`config.mk`:
```
export PLATFORM = sky130hd
export DESIGN_NAME = stst_ctrl
export DESIGN_NICKNAME = d
export VERILOG_FILES = /design/src/stst_pkg.sv /design/src/stst_ctrl.sv
export VERILOG_INCLUDE_DIRS = /design/src /design/src/src
export SDC_FILE = /design/constraint.sdc
export NUM_CORES = 1
export LEC_CHECK = 0
export BUFFER_PORTS_ARGS = -buffer_cell sky130_fd_sc_hd__buf_2
export CAP_MARGIN = 25
export CORE_AREA = 2 2 39 41
export DETAILED_ROUTE_END_ITERATION = 8
export DIE_AREA = 0 0 41 43
export SLEW_MARGIN = 25
export SYNTH_ARGS = -nofsm -noshare
export SYNTH_HDL_FRONTEND = slang
export SYNTH_SLANG_ARGS = --single-unit
```
`constraint.sdc`:
```
create_clock -name clk -period 1.5 [get_ports clk]
set_input_delay 0.15 -clock clk [delete_from_list [all_inputs] [get_ports clk]]
set_output_delay 0.15 -clock clk [all_outputs]
set_load 0.01 [all_outputs]
```
`src/spike_train_statistics_top_defines.svh`:
```
// Assertion helpers shared by the divider and controller RTL files.
`ifndef SPIKE_TRAIN_STATISTICS_TOP_DEFINES_SVH
`define SPIKE_TRAIN_STATISTICS_TOP_DEFINES_SVH

// Same-cycle implication, disabled while in reset.
`define STST_ASSERT_IMP(lbl, ante, cons) \
  lbl: assert property (@(posedge clk) disable iff (!rst_n) (ante) |-> (cons)) \
    else $error("stst assertion failed");

// Next-cycle implication, disabled while in reset.
`define STST_ASSERT_NXT(lbl, ante, cons) \
  lbl: assert property (@(posedge clk) disable iff (!rst_n) (ante) |=> (cons)) \
    else $error("stst assertion failed");

`endif

```
`src/stst_pkg.sv`:
```
package stst_pkg;

  localparam int TIME_W = 32;
  localparam int DIVD_W = 48;
  localparam int DIVS_W = 33;
  localparam int CFG_W  = 32;
  localparam int RL_W   = 11;
  localparam int MEAN_W = 16;
  localparam int SUM_W  = 48;

  localparam int BIN_DEPTH_DEF  = 1024;
  localparam int COUNT_BITS_DEF = 16;

  localparam logic [0:0] REG_ROW_LENGTH = 1'b0;
  localparam logic [0:0] REG_START_TIME = 1'b1;

  localparam logic [1:0] DIV_IDX  = 2'd0;
  localparam logic [1:0] DIV_ROW  = 2'd1;
  localparam logic [1:0] DIV_TERM = 2'd2;
  localparam logic [1:0] DIV_MEAN = 2'd3;

  typedef struct packed {
    logic       load_item;
    logic       div_start;
    logic [1:0] div_sel;
    logic       cap_idx;
    logic       mem_rd;
    logic       cap_row;
    logic       upd_stats;
    logic       cap_mean;
    logic       out_load;
    logic       clr_step;
  } stst_cmd_t;

  typedef struct packed {
    logic div_done;
    logic clr_last;
    logic out_busy;
  } stst_sts_t;

endpackage

```
`src/stst_ctrl.sv`:
```
`include "spike_train_statistics_top_defines.svh"

module stst_ctrl
  import stst_pkg::*;
(
  input  logic      clk,
  input  logic      rst_n,
  input  logic      in_tvalid,
  output logic      in_tready,
  input  logic      row_write,
  input  stst_sts_t sts,
  output stst_cmd_t cmd
);

  localparam logic [3:0] S_CLR    = 4'd0;
  localparam logic [3:0] S_IDLE   = 4'd1;
  localparam logic [3:0] S_D_IDX  = 4'd2;
  localparam logic [3:0] S_W_IDX  = 4'd3;
  localparam logic [3:0] S_D_ROW  = 4'd4;
  localparam logic [3:0] S_W_ROW  = 4'd5;
  localparam logic [3:0] S_D_TERM = 4'd6;
  localparam logic [3:0] S_W_TERM = 4'd7;
  localparam logic [3:0] S_D_MEAN = 4'd8;
  localparam logic [3:0] S_W_MEAN = 4'd9;
  localparam logic [3:0] S_FIN    = 4'd10;

  logic [3:0] state_r, state_nxt;

  always_comb begin
    cmd       = '0;
    state_nxt = state_r;
    in_tready = 1'b0;
    case (state_r)
      S_CLR: begin
        cmd.clr_step = 1'b1;
        if (sts.clr_last) state_nxt = S_IDLE;
      end
      S_IDLE: begin
        in_tready = 1'b1;
        if (in_tvalid) begin
          cmd.load_item = 1'b1;
          state_nxt     = S_D_IDX;
        end
      end
      S_D_IDX: begin
        cmd.div_start = 1'b1;
        cmd.div_sel   = DIV_IDX;
        state_nxt     = S_W_IDX;
      end
      S_W_IDX: if (sts.div_done) begin
        cmd.cap_idx = 1'b1;
        state_nxt   = S_D_ROW;
      end
      S_D_ROW: begin
        cmd.div_start = 1'b1;
        cmd.div_sel   = DIV_ROW;
        cmd.mem_rd    = 1'b1;
        state_nxt     = S_W_ROW;
      end
      S_W_ROW: if (sts.div_done) begin
        cmd.cap_row = 1'b1;
        state_nxt   = S_D_TERM;
      end
      S_D_TERM: begin
        cmd.div_start = 1'b1;
        cmd.div_sel   = DIV_TERM;
        state_nxt     = S_W_TERM;
      end
      S_W_TERM: begin
        cmd.div_sel = DIV_TERM;
        if (sts.div_done) begin
          cmd.upd_stats = 1'b1;
          state_nxt     = S_D_MEAN;
        end
      end
      S_D_MEAN: begin
        cmd.div_start = 1'b1;
        cmd.div_sel   = DIV_MEAN;
        state_nxt     = S_W_MEAN;
      end
      S_W_MEAN: begin
        cmd.div_sel = DIV_MEAN;
        if (sts.div_done) begin
          cmd.cap_mean = 1'b1;
          state_nxt    = S_FIN;
        end
      end
      S_FIN: begin
        cmd.div_sel = DIV_MEAN;
        if (!sts.out_busy) begin
          cmd.out_load = 1'b1;
          state_nxt    = S_IDLE;
        end
      end
      default: state_nxt = S_IDLE;
    endcase
    if (row_write) state_nxt = S_CLR;
  end

  always_ff @(posedge clk) begin
    if (!rst_n) state_r <= S_CLR;
    else        state_r <= state_nxt;
  end

  `STST_ASSERT_NXT(a_row_write_clears, row_write, state_r == S_CLR)
  `STST_ASSERT_NXT(a_accept_starts, in_tvalid && in_tready, state_r == S_D_IDX)

endmodule
```
Yosys cells after proc, flatten, opt, wreduce, memory -nomap -nowiden
Cells that the tools add are included.
{ "classes": {"n_eq_ne": 17, "muxes": 22, "bitwise": 1, "n_reduce_logical": 6} }
{ "ops": {"columns": ["operator", "n"], "rows": [
  ["$pmux W4 S11", 1],
  ["$mux W4", 7],
  ["$eq A4 B3 Y1 const B", 4],
  ["$ne A2 B2 Y1 const B", 7],
  ["$mux W1", 13],
  ["$eq A4 B4 Y1 const B", 3],
  ["$eq A4 B2 Y1 const B", 2],
  ["$reduce_and A7 Y1", 1],
  ["$pmux W2 S3", 1],
  ["$eq A4 B1 Y1 const B", 1],
  ["$logic_not A4 Y1", 1],
  ["$reduce_or A2 Y1", 2],
  ["$reduce_or A4 Y1", 1],
  ["$reduce_or A3 Y1", 1],
  ["$not A1 Y1", 1]
]} }
{ "word_totals": {"ff_bits": 4, "input_bits": 7, "out_inout_bits": 12, "word_cells": 47} }

Depth between registers and ports, before layout
{ "depth": {"depth_word": 3, "depth_mapped": 5, "mapped_depth_nobuf": 4} }

Least setup slack after synthesis
No wires, ideal clock.
{ "synth_path": {"kind": "register -> output", "from": "register state_r[2]", "to": "output cmd[7] (netlist name)", "arrival_time_ps": 1063, "required_time_ps": 1350, "setup_slack_ps": 287, "stages_incl_launch_ff": 5, "path_buffers": 1, "cell_sequence": "dfxtp_1 > buf_4 > nand2b_1 > nor3_1 > nand2b_1"} }
{ "synth_lines": {"columns": ["element", "line", "rtl"], "rows": [
  ["start: declaration", "stst_ctrl.sv:27", "logic [3:0] state_r, state_nxt;"],
  ["start signal: assignment", "stst_ctrl.sv:102", "else state_r <= state_nxt;"],
  ["end: declaration", "stst_ctrl.sv:12", "output stst_cmd_t cmd"]
]} }

==> results_dict.tcl <==
set metrics [dict create \
    clk_latency_ps 230 \
    comb_power_share_pct 15.8 \
    reg2reg_to "state_r[1]$_SDFFE_PP0P_" \
    clk_path_buf_depth 2 \
    grt_max_degree 15 \
    die_area_mm2 0.001763 \
    p_seq_share_pct 39.6 \
    drt_pass1_iterations 4 \
    core_mm2 0.001384 \
    finalClockSkew_ps 4.092 \
    synth-seq-cells 4 \
    hold_depth 3 \
    largest_register_ffs 4 \
    die_w_um 41 \
    drv_slew 0 \
    switchingPower_uw 70.26 \
    antennaDiodeCount 0 \
    powerDensity_mw_per_mm2 573.7 \
    cp_max_fo 12 \
    ys_seq_area_share_pct 20.51 \
    postCtsSetupBuffers 0 \
    hold_class "input pin to register" \
    dp_cells 83 \
    portBuffers 18 \
    grt_pass1_wl_um 1311 \
    setup_viol 0 \
    final_common_cell "buf_2" \
    grt_pass1_vias 357 \
    finalCritPeriodShare_pct 93.39 \
    cts_tree "built" \
    max_freq_mhz 713.9 \
    yosys.cell_types.count 29 \
    worst_slew_pin_slew_ps 248.7 \
    largestRegisters "state_r: 4 flops" \
    htreeDepth 1 \
    dr_total_vias 418 \
    rows 14 \
    status "complete, no violations" \
    cts-root-buf "clkbuf_4" \
    start_util_pct 28.21 \
    crit_path_end_kind "output port" \
    worstPathRequired_ps 1350 \
    area_delta_synth_final_pct 29.49 \
    avgSynthCellArea_um2 7.507 \
    r2r-start "state_r[1]$_SDFFE_PP0P_" \
    crit_type "register to output port" \
    start_kind "register" \
    worst_hold_path.endpoint "state_r[0]$_SDFFE_PP0P_" \
    gp_congestion 0.6757 \
    intPower_uw 219.8 \
    post_synth_inst_count 52 \
    drc 0 \
    detailedPlacementHpwl_um 625.8 \
    yosys_warnings 0 \
    layout.cells.non_filler 86 \
    cts_made_buffers 3 \
    switching_share_pct 24.23 \
    finalHoldViolations 0 \
    ff2ff_path_depth 4 \
    dieHeight_um 43 \
    wl_per_cell_um 10.00 \
    relSlewSlack_pct 83.42 \
    clk_pin_slew_ps 40 \
    overflow 0 \
    hold_start "rst_n" \
    power_uw 290.0 \
    largest-register "state_r" \
    final_cell_mix "buf_2, nor3_1, nand2b_1" \
    vdd_drop_max_v 0.0003036 \
    reg2reg_slack_ps 360 \
    routed_wirelength_um 860 \
    arrival_ps 1250 \
    maxCapViolCount 0 \
    gr-usage-all-layers_pct 11.04 \
    clockPowerShare_pct 44.7 \
    layout-drive-gt1-share_pct 42.86 \
    cts_num_sinks 4 \
    via_per_inst 4.860 \
    final_nets 79 \
    ant_nets 0 \
    io_pins 19 \
    min_period_ps 1401 \
    drtIter0Drc 3 \
    syn_area_um2 390.4 \
    leakagePower_nw 0.2310 \
    grt_antenna_before_repair 0 \
    syn_nets 59 \
]
-- cell type report --
| class | count | area (um2) |
|---|---|---|
| repair buffers | 19 | 97.59 |
| fillers | 148 | 878.3 |
| flip-flops and latches | 4 | 83.83 |
| well taps | 16 | 20.02 |
| clock buffers | 3 | 22.52 |
| multi-input cells | 41 | 270.3 |
| inverters | 3 | 11.26 |
-- how the worst max path moves through the flow --
stage | start | to | cells past startpoint
finish | state_r[1]$_SDFFE_PP0P_ | cmd[10] | 5
global route | state_r[2]$_SDFFE_PP0P_ | cmd[7] | 4
CTS | state_r[0]$_SDFFE_PP0P_ | cmd[10] | 3
detailed placement | state_r[3]$_SDFFE_PP0P_ | cmd[7] | 4
global placement | state_r[2]$_SDFFE_PP0P_ | cmd[7] | 4
floorplan | state_r[2]$_SDFFE_PP0P_ | cmd[7] | 4
-- layer usage --
layer	vias to the layer above	global-route usage [%]	wire length (um)
li1	221	-	-
met1	180	13.83	388
met2	15	15.31	386
met3	2	3.141	75
met4	0	8.000	10
met5	-	0	0
-- kinds of logic (layout without fill, tap and decap cells) --
logic type                count (synthesis)  in the layout  share of synthesized area [%]
AOI/OAI and AO/OA                        12             12                          20.51
xor gates and xnor gates                  2              2                          4.488
buffers and inverters                     7             25                          10.26
DFF                                       4              4                          20.51
muxes                                     2              2                          5.128
and+or+nand+nor                          25             25                          39.11
-- per-stage QoR --
stage / TNS (ps) / util (%) / setup slack [ps] / instance area [um2] / hold WS, ps
2_1_floorplan: 0 / - / 287.2 / 390.4 / 350.4
3_3_place_gp: 0 / 34.63 / 182.7 / 479.2 / 489.1
3_5_place_dp: 0 / 34.63 / 204.7 / 479.2 / 505.5
4_1_cts: 0 / 36.44 / 45.87 / 504.2 / 254.6
5_1_grt: -4.723 / 36.53 / -4.723 / 505.5 / 286.9
6_report: 0 / 36.53 / 99.20 / 505.5 / 249.0
-- synth_stat cells (all sizes together) --
cell	number	share of area, %
nor4	2	3.2
inv	3	2.9
xor2	1	2.2
mux2i	2	5.1
a21oi	3	3.8
nand3	2	5.8
and3	1	1.6
o21bai	1	1.9
o31a	1	2.2
a31oi	1	1.6
a211oi	1	3.2
nor2	5	7.4
and2	1	1.6
o21ai	3	3.8
buf	4	7.4
a21o	1	1.9
nand3b	1	1.9
nor3	6	7.7
o211ai	1	1.9
nand2	2	1.9
nand2b	5	8.0
xnor2	1	2.2
dfxtp	4	21
-- power by group through the flow --
stage | clock [mW] | sequential, mW | combinational (mW)
floorplan | 0 | 0.113 | 0.0304
global placement | 0 | 0.116 | 0.0457
detailed placement | 0 | 0.116 | 0.0458
CTS | 0.136 | 0.114 | 0.0459
global route | 0.147 | 0.115 | 0.0513
finish | 0.130 | 0.115 | 0.0457
-- critical path, cell delays in order (launching register included) --
cell and delay (ps):
dfxtp_1 300, buf_4 200, nor2_4 60, and3_1 190
and2_1 140, buf_2 130
-- repair_timing --
action                                  in CTS  in global routing
hold buffers                                 0                  0
endpoints found under the setup margin       3                  4
resized for setup                            2                  1
Power figures use the tool's default switching activity.
